<file path="src/ghp_pkg.sv">
`timescale 1ns / 1ps
`default_nettype none

package ghp_pkg;

    // register indexes on the configuration port
    localparam logic [1:0] REG_ROWS = 2'd0;
    localparam logic [1:0] REG_COLS = 2'd1;
    localparam logic [1:0] REG_STEP = 2'd2;
    localparam logic [1:0] REG_EXCL = 2'd3;

    localparam logic [8:0] DIM_MAX  = 9'd256;
    localparam logic [4:0] STEP_MAX = 5'd16;

    localparam logic signed [31:0] SENTINEL = 32'sd100000000;

    typedef struct packed {
        logic is_drain;
        logic is_sentinel;
    } t_req_ctl;

    typedef struct packed {
        logic [7:0] red;
        logic [7:0] green;
        logic [7:0] blue;
    } t_rgb;

    typedef struct packed {
        logic       point_valid;
        logic [7:0] x_index;
        logic [7:0] y_index;
        t_rgb       rgb;
        logic       scan_done;
    } t_result;

    typedef enum logic [2:0] {
        BK_IDLE,
        BK_SYNC_Y,
        BK_SYNC_X,
        BK_READ,
        BK_CHECK,
        BK_COLOR,
        BK_EMIT
    } t_back_state;

    typedef enum logic [2:0] {
        CL_IDLE,
        CL_SECTOR,
        CL_FLIP,
        CL_SCALE,
        CL_FRAC,
        CL_DONE
    } t_color_state;

endpackage

`default_nettype wire

</file>
<file path="src/ghp_outq.sv">
`timescale 1ns / 1ps
`default_nettype none

module ghp_outq (
    input  wire logic             i_clk,
    input  wire logic             i_rst_n,
    input  wire logic             i_push,
    input  wire ghp_pkg::t_result i_data,
    output logic                  o_full,
    output logic                  o_empty,
    output ghp_pkg::t_result      o_data,
    input  wire logic             i_pop
);

    ghp_pkg::t_result r_buf [2];
    logic             r_wp;
    logic             r_rp;
    logic [1:0]       r_cnt;
    logic             w_wr;
    logic             w_rd;

    assign o_full  = (r_cnt == 2'd2);
    assign o_empty = (r_cnt == 2'd0);
    assign w_wr    = i_push && !o_full;
    assign w_rd    = i_pop && !o_empty;

    always_ff @(posedge i_clk) begin
        if (!i_rst_n) begin
            r_wp  <= 1'b0;
            r_rp  <= 1'b0;
            r_cnt <= 2'd0;
        end else begin
            if (w_wr) begin
                r_wp <= !r_wp;
            end
            if (w_rd) begin
                r_rp <= !r_rp;
            end
            case ({w_wr, w_rd})
                2'b10:   r_cnt <= r_cnt + 2'd1;
                2'b01:   r_cnt <= r_cnt - 2'd1;
                default: r_cnt <= r_cnt;
            endcase
        end
    end

    always_ff @(posedge i_clk) begin
        if (w_wr) begin
            r_buf[r_wp] <= i_data;
        end
    end

    assign o_data = r_buf[r_rp];

endmodule

`default_nettype wire

</file>
<file path="config.mk">
export PLATFORM = sky130hd
export DESIGN_NAME = ghp_outq
export DESIGN_NICKNAME = d
export VERILOG_FILES = /design/src/ghp_pkg.sv /design/src/ghp_outq.sv
export SDC_FILE = /design/constraint.sdc
export NUM_CORES = 1
export LEC_CHECK = 0
export ABC_AREA = 0
export ABC_CLOCK_PERIOD_IN_PS = 3100
export CAP_MARGIN = 20
export CORE_MARGIN = 2
export CORE_UTILIZATION = 61
export DETAILED_ROUTE_END_ITERATION = 7
export DONT_BUFFER_PORTS = 1
export GPL_TIMING_DRIVEN = 0
export PLACE_DENSITY = 0.77
export SLEW_MARGIN = 15
export SYNTH_ARGS = -nofsm -noshare
export SYNTH_HDL_FRONTEND = slang
export SYNTH_SLANG_ARGS = --single-unit
</file>
<file path="constraint.sdc">
create_clock -name i_clk -period 3.1 [get_ports i_clk]
set_clock_uncertainty 0.2 [all_clocks]
set_input_delay 0.93 -clock i_clk [delete_from_list [all_inputs] [get_ports i_clk]]
set_output_delay 0.93 -clock i_clk [all_outputs]
set_load 0.02 [all_outputs]
</file>
# Yosys cells after proc, flatten, opt, wreduce, memory -nomap -nowiden
# Memory sizes are Yosys's and may differ from the RTL's. A register that Yosys moved wholly into a read port is not among the register bits.
# Cells that the tools add are included.
# W data, S select, Z words.
[totals]
register_bits = 4
latch_bits = 0
ramBits = 84
mem_bits_ro = 0
in_bits = 46
out_inout_bits = 44
wordCells = 22
n_memories = 1
[memory_table]
columns = ["memory", "depth", "word_bits", "rd", "rd_clocked_by_memory_dff", "write_ports", "line", "source"]
rows = [
  ["r_buf", 2, 42, 1, 1, 1, "ghp_outq.sv:15", "ghp_pkg::t_result r_buf [2];"],
]
[op_classes]
add_sub_neg = 2
mul = 0
n_div = 0
order_cmp = 0
n_eq_ne = 3
shifts = 0
mux = 5
bitwise = 0
reduce_logical = 8
[ops]
columns = ["operator", "count"]
rows = [
  ["$eq A2 B2 Y1 const B", 2],
  ["$logic_not A1 Y1", 4],
  ["$mux W1", 4],
  ["$pmux W2 S2", 1],
  ["$add A2 B1 Y2 const B", 1],
  ["$eq A2 B1 Y1 const B", 1],
  ["$logic_and A1 B1 Y1", 2],
  ["$logic_not A2 Y1", 1],
  ["$reduce_bool A2 Y1", 1],
  ["$sub A2 B1 Y2 const B", 1],
]

# Logic depth before layout (Yosys ltp)
[depth]
word_depth = 5
depth_mapped = 6
ltp_nobuf = 6

# Worst setup path before layout
# No wires, ideal clock.
[synth_timing]
kind = "input to register"
from = "input port i_push"
to = "memory r_buf[0][0] in the netlist's numbering, enable pin"
t_arrival_ns = 2.152
required_ns = 2.504
setup_slack_ns = 0.352
stages = 3
cell_sequence = "inv_1 or3_1 inv_1"
[synth_via]
elab_chain_len = 3
[synth_rtl]
columns = ["element", "line", "source"]
rows = [
  ["from (decl)", "ghp_outq.sv:7", "input wire logic i_push,"],
  ["$logic_and A1 B1 Y1", "ghp_outq.sv:24", "assign w_wr = i_push && !o_full;"],
  ["$mux W1", "ghp_outq.sv:48", "if (w_wr) begin"],
  ["$mux W1 (implied by the code)", "ghp_outq.sv:49", "r_buf[r_wp] <= i_data;"],
  ["to (decl)", "ghp_outq.sv:15", ""],
]
# Every way passes these cells.

==> impl_metrics.tcl <==
set metrics [dict create \
    status "finished clean" \
    cts_root_buf "clkbuf_8" \
    relSlewSlack 0.664 \
    grt_pass1_wl_mm 7.47 \
    fin_area_um2 3610 \
    post-place-ws_ns 0.652 \
    numCtsBuffers 9 \
    grtUsageTotal 0.177 \
    finalHoldViolCount 0 \
    crit_arrival_ns 1.62 \
    layout_commonest_cell "edfxtp_1" \
    first_iter_violations 78 \
    grt-ovfl-total 0 \
    vias 1383 \
    cts_resized 0 \
    worst_pin_slew_ns 0.504 \
    area_delta_synth_final_pct 10.8 \
    syn_inst 157 \
    netlist_area_um2 3260 \
    avgSynthCellArea_um2 20.7 \
    power.total_mw 3.25 \
    dr.pass1.iters 4 \
    coreArea_um2 5140 \
    synth.net_count 204 \
    postPlaceCellArea_um2 3400 \
    setup_violations 0 \
    top_level_ports 90 \
    postCtsHoldBufs 0 \
    wl_per_cell_um 20.2 \
    drc 0 \
    layout_setup_ws_ns 0.353 \
    place.port_buffers 0 \
    worstSetupStartpointType "flop" \
    cts_max_path_buffers 2 \
    ys.warnings.count 0 \
    crit_fanout 10 \
    drv_cap 0 \
    num_rows 26 \
    hp-class "reg2reg" \
    min_period_ns 2.75 \
    grt_max_degree 25 \
    rsz0062_at_grt "no" \
    yosysTopAreaCellShare 0.775 \
    ys_seq_area_frac 0.806 \
    final_cell_mix "edfxtp_1 (84), mux2_2 (42), clkbuf_8 (9)" \
    finalNonFillerCells 245 \
    ys_ff_latch 89 \
    layout.nets 217 \
    yosys.area.top_type "edfxtp_1" \
    antenna_found_initial 0 \
    wirelength_mm 4.94 \
    cts.sinks 89 \
    final_util 0.702 \
    die_w_um 77.1 \
    holdWs_ns 0.333 \
    insertion_delay_ns 0.34 \
    yosys-top-cells-area "edfxtp_1 (77%), mux2_2 (15%), dfxtp_1 (3.1%), xnor2_1 (0.81%), buf_2 (0.61%)" \
    cts_tree "yes" \
    criticalPathCategory "reg2out" \
    first_global_vias 1451 \
    dp.cells 229 \
    start_util 0.633 \
    ant_nets 0 \
    fmax_mhz 364 \
    drive_above_1_share 0.377 \
    period_share 0.886 \
    pwr_density_cell_nw_per_um2 900 \
    hpwl_mm 3.46 \
    place_congestion 0.634 \
    cts-htree-levels 3 \
    p_leak_nw 1.19 \
    fillers 355 \
    required_ns 1.97 \
    die_h_um 77.1 \
    viasPerCell 5.64 \
    synth_cell_types 19 \
    num_antenna_cells 0 \
    slew_violations 0 \
    die-area_um2 5940 \
    clk_pin_slew_ns 0.08 \
    cts_setup_buffers 0 \
    endpoint_kind "primary output" \
    fin_tns_setup_ns 0 \
    max-vdd-ir-drop_uv 570 \
]
==> worst paths after layout <==
kind                                from  slack (ns)  depth (start not counted)      endpoint
worst max-delay path                flop        0.35                          3    o_data[38]
worst min-delay path                r_wp        0.33                          2          r_wp
worst min register to register      r_wp        0.33                          2          r_wp
worst max register to register  r_cnt[0]        0.96                          5  r_buf[0][14]
==> routing by layer <==
metal | GRT usage | share of wire | vias up
met5 | 0 | 0 | -
met1 | 0.182 | 0.35 | 695
li1 | - | - | 633
met3 | 0.0659 | 0.075 | 8
met2 | 0.304 | 0.55 | 47
met4 | 0.107 | 0.019 | 0
==> state kept, by name, summed over array words and instances, names as in the netlist, named ones only <==
signal,count
r_wp,1
r_cnt,2
r_buf,84
r_rp,1
==> cells in the mapped netlist <==
library cell  instances
and3_1                1
o21a_1                1
a21boi_1              2
inv_1                 2
nor2_1                1
nand2b_2              1
mux2_2               42
xnor2_1               3
inv_2                 1
buf_2                 4
clkbuf_1              1
nand2_1               1
and2_1                1
dfxtp_1               5
o21ai_0               2
or3_1                 2
ha_1                  1
nor2b_1               2
edfxtp_1             84
==> cell families after synthesis <==
| group | synth area share |
|---|---|
| AOI/OAI and AO/OA | 0.00999 |
| xor gates and xnor gates | 0.00807 |
| adders and majority gates | 0.00384 |
| buffers and inverters | 0.0108 |
| DFF | 0.806 |
| muxes | 0.145 |
| and+or+nand+nor | 0.0165 |
==> power by group <==
part	total, mW	switching, mW	internal [mW]
registers	1.57	0.0560	1.52
clock network	0.809	0.364	0.445
logic	0.864	0.557	0.308
==> layout make-up <==
type | instances | area [um2] | share of cell area
Buffer | 5 | 23.8 | 0.00659
Clock buffer | 9 | 124 | 0.0343
Clock inverter | 7 | 85.1 | 0.0236
Inverter | 3 | 11.3 | 0.00312
Multi-Input combinational cell | 60 | 599 | 0.166
Sequential cell | 89 | 2620 | 0.727
Tap cell | 70 | 87.6 | 0.0243
Timing Repair Buffer | 2 | 55.1 | 0.0153
==> worst max-delay path, stage by stage, from the launching register on <==
cell and delay, ns:
dfxtp_1 0.31, clkbuf_1 0.23, buf_2 0.31, mux2_2 0.44
No activity file was read; power rests on OpenSTA's default activity.
