File: src/ghp_pkg.sv
`timescale 1ns / 1ps
`default_nettype none

package ghp_pkg;

    // register indexes on the configuration port
    localparam logic [1:0] REG_ROWS = 2'd0;
    localparam logic [1:0] REG_COLS = 2'd1;
    localparam logic [1:0] REG_STEP = 2'd2;
    localparam logic [1:0] REG_EXCL = 2'd3;

    localparam logic [8:0] DIM_MAX  = 9'd256;
    localparam logic [4:0] STEP_MAX = 5'd16;

    localparam logic signed [31:0] SENTINEL = 32'sd100000000;

    typedef struct packed {
        logic is_drain;
        logic is_sentinel;
    } t_req_ctl;

    typedef struct packed {
        logic [7:0] red;
        logic [7:0] green;
        logic [7:0] blue;
    } t_rgb;

    typedef struct packed {
        logic       point_valid;
        logic [7:0] x_index;
        logic [7:0] y_index;
        t_rgb       rgb;
        logic       scan_done;
    } t_result;

    typedef enum logic [2:0] {
        BK_IDLE,
        BK_SYNC_Y,
        BK_SYNC_X,
        BK_READ,
        BK_CHECK,
        BK_COLOR,
        BK_EMIT
    } t_back_state;

    typedef enum logic [2:0] {
        CL_IDLE,
        CL_SECTOR,
        CL_FLIP,
        CL_SCALE,
        CL_FRAC,
        CL_DONE
    } t_color_state;

endpackage

`default_nettype wire

File: src/ghp_front.sv
`timescale 1ns / 1ps
`default_nettype none

module ghp_front #(
    parameter int VALUE_BITS = 32
) (
    input  wire logic                         i_clk,
    input  wire logic                         i_rst_n,
    input  wire logic                         i_push,
    output logic                              o_full,
    input  wire logic                         i_req_type,
    input  wire logic signed [VALUE_BITS-1:0] i_cell_value,
    input  wire logic                         i_exclude,
    output logic                              o_valid,
    output ghp_pkg::t_req_ctl                 o_ctl,
    output logic signed [VALUE_BITS-1:0]      o_value,
    input  wire logic                         i_pop
);

    ghp_pkg::t_req_ctl             r_ctl [2];
    logic signed [VALUE_BITS-1:0]  r_val [2];
    logic                          r_wp;
    logic                          r_rp;
    logic [1:0]                    r_cnt;
    logic                          w_wr;
    logic                          w_rd;
    ghp_pkg::t_req_ctl             w_ctl;

    assign o_full  = (r_cnt == 2'd2);
    assign o_valid = (r_cnt != 2'd0);
    assign w_wr    = i_push && !o_full;
    assign w_rd    = i_pop && o_valid;

    // classify the word on entry
    always_comb begin
        w_ctl.is_drain    = i_req_type;
        w_ctl.is_sentinel = i_exclude && (32'(i_cell_value) == ghp_pkg::SENTINEL);
    end

    always_ff @(posedge i_clk) begin
        if (!i_rst_n) begin
            r_wp  <= 1'b0;
            r_rp  <= 1'b0;
            r_cnt <= 2'd0;
        end else begin
            if (w_wr) begin
                r_wp <= !r_wp;
            end
            if (w_rd) begin
                r_rp <= !r_rp;
            end
            case ({w_wr, w_rd})
                2'b10:   r_cnt <= r_cnt + 2'd1;
                2'b01:   r_cnt <= r_cnt - 2'd1;
                default: r_cnt <= r_cnt;
            endcase
        end
    end

    always_ff @(posedge i_clk) begin
        if (w_wr) begin
            r_ctl[r_wp] <= w_ctl;
            r_val[r_wp] <= i_cell_value;
        end
    end

    assign o_ctl   = r_ctl[r_rp];
    assign o_value = r_val[r_rp];

endmodule

`default_nettype wire

File: config.mk
export PLATFORM = sky130hd
export DESIGN_NAME = ghp_front
export DESIGN_NICKNAME = d
export VERILOG_FILES = /design/src/ghp_pkg.sv /design/src/ghp_front.sv
export SDC_FILE = /design/constraint.sdc
export NUM_CORES = 1
export LEC_CHECK = 0
export BUFFER_PORTS_ARGS = -buffer_cell sky130_fd_sc_hd__buf_2
export CELL_PAD_IN_SITES_DETAIL_PLACEMENT = 1
export CELL_PAD_IN_SITES_GLOBAL_PLACEMENT = 2
export CORE_UTILIZATION = 30
export CTS_CLUSTER_SIZE = 16
export DETAILED_ROUTE_END_ITERATION = 8
export PLACE_DENSITY = 0.77
export SYNTH_ARGS = -nofsm -noshare
export SYNTH_HDL_FRONTEND = slang
export SYNTH_SLANG_ARGS = --single-unit
File: constraint.sdc
create_clock -name i_clk -period 2.7 [get_ports i_clk]
set_input_delay 0.135 -clock i_clk [delete_from_list [all_inputs] [get_ports i_clk]]
set_output_delay 0.135 -clock i_clk [all_outputs]
set_load 0.02 [all_outputs]
# Word-level counts from Yosys, hierarchy flattened

Memories as Yosys holds them, arrays and structs flattened. A register that Yosys moved wholly into a read port is not among the register bits.
Cells that the tools add are included.

Memories kept: 2
Flip-flop bits (word level): 4
Bits in writable memories: 68
Bits of input ports: 38
Word-level logic and storage cells: 26

Memories:

| memory | depth | width | read ports | clocked after memory_dff | wr ports | line            | source |
|---|---|---|---|---|---|---|---|
| r_val  | 2     | 32    | 1          | 1                        | 1        | ghp_front.sv:21 | `logic signed [VALUE_BITS-1:0] r_val [2];` |
| r_ctl  | 2     | 2     | 1          | 1                        | 1        | ghp_front.sv:20 | `ghp_pkg::t_req_ctl r_ctl [2];` |

Add/sub/neg operators: 2
Muxes and demuxes: 7
Reductions and logical operators: 8
Equal/unequal tests: 4

Operator list:

| kind                   | number |
|---|---|
| $eq A32 B28 Y1 const B | 1 |
| $mux W1                | 6 |
| $eq A2 B2 Y1 const B   | 2 |
| $pmux W2 S2            | 1 |
| $reduce_bool A2 Y1     | 2 |
| $logic_and A1 B1 Y1    | 3 |
| $logic_not A1 Y1       | 3 |
| $add A2 B1 Y2 const B  | 1 |
| $eq A2 B1 Y1 const B   | 1 |
| $sub A2 B1 Y2 const B  | 1 |

# Depth between registers and ports, before layout

Depth after elaboration: 5
Mapped depth: 6
Mapped depth without buffers: 6

# Worst setup path before layout

No wires, ideal clock.

Kind: register to register
Start point: reg r_cnt[0]
End point: mem r_ctl[0][0] in the netlist's numbering, enable pin
Stages on the path, launching flop included: 5
Buffers on the path: 0
Period minus slack after synthesis: 2053 ps
Data arrival time: 1664 ps
Path slack: 647 ps
Cells stage by stage: dfxtp_1 -> nand2b_1 -> inv_1 -> or3_1 -> inv_1

Word-level cells in the longest chain between the ends: 5

RTL lines:

| what                          | line            | source |
|---|---|---|
| start: declaration            | ghp_front.sv:24 | `logic [1:0] r_cnt;` |
| start signal: assignment      | ghp_front.sv:53 | `2'b10: r_cnt <= r_cnt + 2'd1;` |
| start signal: assignment      | ghp_front.sv:54 | `2'b01: r_cnt <= r_cnt - 2'd1;` |
| start signal: assignment      | ghp_front.sv:55 | `default: r_cnt <= r_cnt;` |
| $eq A2 B2 Y1                  | ghp_front.sv:29 | `assign o_full = (r_cnt == 2'd2);` |
| net o_full                    | ghp_front.sv:10 | `output logic o_full,` |
| $logic_not A1 Y1              | ghp_front.sv:31 | `assign w_wr = i_push && !o_full;` |
| $logic_and A1 B1 Y1           | ghp_front.sv:31 |  |
| $mux W1                       | ghp_front.sv:61 | `if (w_wr) begin` |
| $mux W1 (not written as such) | ghp_front.sv:62 | `r_ctl[r_wp] <= w_ctl;` |
| end: declaration              | ghp_front.sv:20 |  |

The timed path passes the listed nets, and every way through them passes these cells.

==> results.py <==
metrics = {
    "sta": {
        "min_period_ns": 1.95,
        "final_hold_viol_count": 0,
        "holdWs_ns": 0.0240,
        "timing.fmax_mhz": 514,
        "period_share_pct": 72.1,
        "tightest_slew_ns": 0.856,
        "relSlewSlack_pct": 43.0,
        "report.final.slew_viol_count": 0,
        "fin_ws_ns": 0.754,
        "tns_ns": 0,
        "skew_ns": 0.00440,
        "setup_viol": 0,
        "rsz0062_at_grt": "false",
    },
    "clock_network": {
        "cts_buffers": 9,
        "cts_sinks": 73,
        "clk_latency_ns": 0.33,
        "clockBufferDepth": 2,
        "cts_setup_buffers": 0,
        "tritoncts": "built",
        "cts.clk_slew.worst_paths_ns": 0.07,
        "htree_num_levels": 3,
        "root_buffer": "clkbuf_8",
    },
    "place": {
        "placed_area_mm2": 0.00326,
        "portBuffers": 73,
        "dp_hpwl_mm": 3.47,
        "place.gp.congestion": 0.657,
        "place_ws_ns": 0.942,
    },
    "logic_synthesis": {
        "synth_ff_type": "edfxtp_1",
        "synth-async-reset-ratio_pct": 0,
        "syn_nets": 185,
        "ys_ff_latch": 73,
        "yosys_warnings": 0,
        "seq_area_frac_synth_pct": 77.6,
        "synth_cell_types": 25,
        "synthTopCellsByArea": "edfxtp_1, mux2_2, dfxtp_1",
        "synthCells": 146,
        "synthesis.area_mm2": 0.00276,
        "synth_top_area_cell": "edfxtp_1",
        "synth_edf_count": 68,
        "avgSynthCellArea_um2": 18.9,
        "synth_top_area_share_pct": 74.0,
    },
    "setup_path": {
        "critical_path_required_ns": 2.84,
        "cp.arrival_ns": 2.09,
        "endpoint_kind": "flop",
        "worstRegToRegCells": 2,
        "critPathKind": "input port to flop",
        "cp_max_fo": 3,
        "startpoint_type": "input port",
    },
    "cells_and_area": {
        "area_growth_pct": 34.7,
        "num_antenna_cells": 0,
        "final_cell_mix": "buf_2, edfxtp_1, mux2_2, dlygate4sd3_1, clkbuf_8",
        "num-nets-final": 297,
        "final_common_cell": "buf_2",
        "layout-drive-gt1-share_pct": 47.5,
        "design_area_mm2": 0.00372,
    },
    "drt": {
        "dr.pass1.iters": 6,
        "drtIter0Drc": 45,
        "route.vias.total": 1600,
        "wl_per_cell_um": 14.8,
        "drc_errors": 3,
        "wl_mm": 5.51,
        "viasPerCell": 4.31,
        "ant_nets": 0,
    },
    "die": {
        "row_count": 34,
        "core-area_mm2": 0.00881,
        "die_w_um": 97.9,
        "io_pins": 74,
        "dieArea_mm2": 0.00958,
        "start_util_pct": 31.3,
        "die_h_um": 97.9,
    },
    "worst_hold_path": {
        "min_path_cells": 1,
        "min_path_type": "input port to flop",
    },
    "run_status": {
        "status": "finished with violations",
        "violations": "design-rule violations",
    },
    "run": {
        "maxCapViolCount": 0,
    },
    "grt": {
        "grt_pass1_vias": 1717,
        "grt_max_degree": 35,
        "grt_overflow": 0,
        "grt_antenna_before_repair": 0,
        "grt_pass1_wl_mm": 8.43,
        "track_usage_pct": 12.0,
    },
    "power": {
        "power_leakage_nw": 1.39,
        "power_mw": 3.20,
        "peakVddDrop_mv": 0.401,
        "pwr_density_cell_mw_per_mm2": 862,
    },
}
[critical path: stages]
cell	delay (ns)
dlygate4sd3_1	0.54
buf_2	0.14
or4_1	0.50
or4_1	0.52
nor4_2	0.26
[kinds of logic after synthesis]
kind of cell | Yosys count | share of synthesized area, %
flip-flops | 73 | 77.6
multiplexers | 34 | 13.9
AND/OR/NAND/NOR | 22 | 4.99
buffers and inverters | 8 | 1.09
AO/OA/AOI/OAI | 5 | 0.998
XOR/XNOR | 3 | 0.953
adder cells (fa/ha/maj) | 1 | 0.453
[power breakdown]
| part | internal, mW | switching, mW |
|---|---|---|
| Clock | 0.323 | 0.369 |
| Sequential | 1.43 | 0.123 |
| Combinational | 0.429 | 0.527 |
| Total | 2.19 | 1.02 |
[cells in the mapped netlist, types with 3 or more instances]
library cell  count
edfxtp_1         68
inv_1             4
nand2_1           3
clkbuf_1          3
mux2_2           34
nor2_1            4
dfxtp_1           5
[timing repair]
item                                    in CTS  in global routing
endpoints found under the hold margin       59                  0
endpoints found under the setup margin       0                  0
gates resized for setup                      0                  0
hold buffers                                30                  0
[through the flow]
step                      util [%]  cells
after CTS                     42.2    371
after detailed placement      37.0    325
final                         42.2    371
after global routing          42.2    371
after floorplan                  -    146
after global placement        37.0    325
[flip-flops by register name, indices dropped and copies added, names as in the netlist, named ones only]
name,flops
r_cnt,2
r_ctl,4
r_rp,1
r_val,64
r_wp,1
[final cells by class]
class | instances | area [um^2]
Timing Repair Buffer | 105 | 681
Multi-Input combinational cell | 65 | 588
Tap cell | 108 | 135
Sequential cell | 73 | 2140
Inverter | 4 | 15.0
Clock buffer | 11 | 131
Fill cell | 883 | 5090
Clock inverter | 5 | 22.5
[path summary, 6_finish.rpt]
| kind | endpoint | start | slack [ns] |
|---|---|---|---|
| worst max-delay path | r_ctl[0][0]$_DFFE_PP_ | i_cell_value[6] | 0.75 |
| worst min-delay path | r_val[1][10]$_DFFE_PP_ | i_cell_value[10] | 0.02 |
| worst max register to register | r_val[1][6]$_DFFE_PP_ | r_cnt[0]$_SDFFE_PN0P_ | 0.96 |
| worst min register to register | r_wp$_SDFFE_PN0N_ | r_wp$_SDFFE_PN0N_ | 0.51 |
[routing by layer]
layer | GRT usage [%] | vias up | wire length [um]
li1 | - | 788 | -
met1 | 13.8 | 759 | 2400
met2 | 19.7 | 47 | 2750
met3 | 3.87 | 6 | 298
met4 | 6.99 | 0 | 61
met5 | 0 | - | 0
Note: power is estimated with default switching activity, not from simulation.
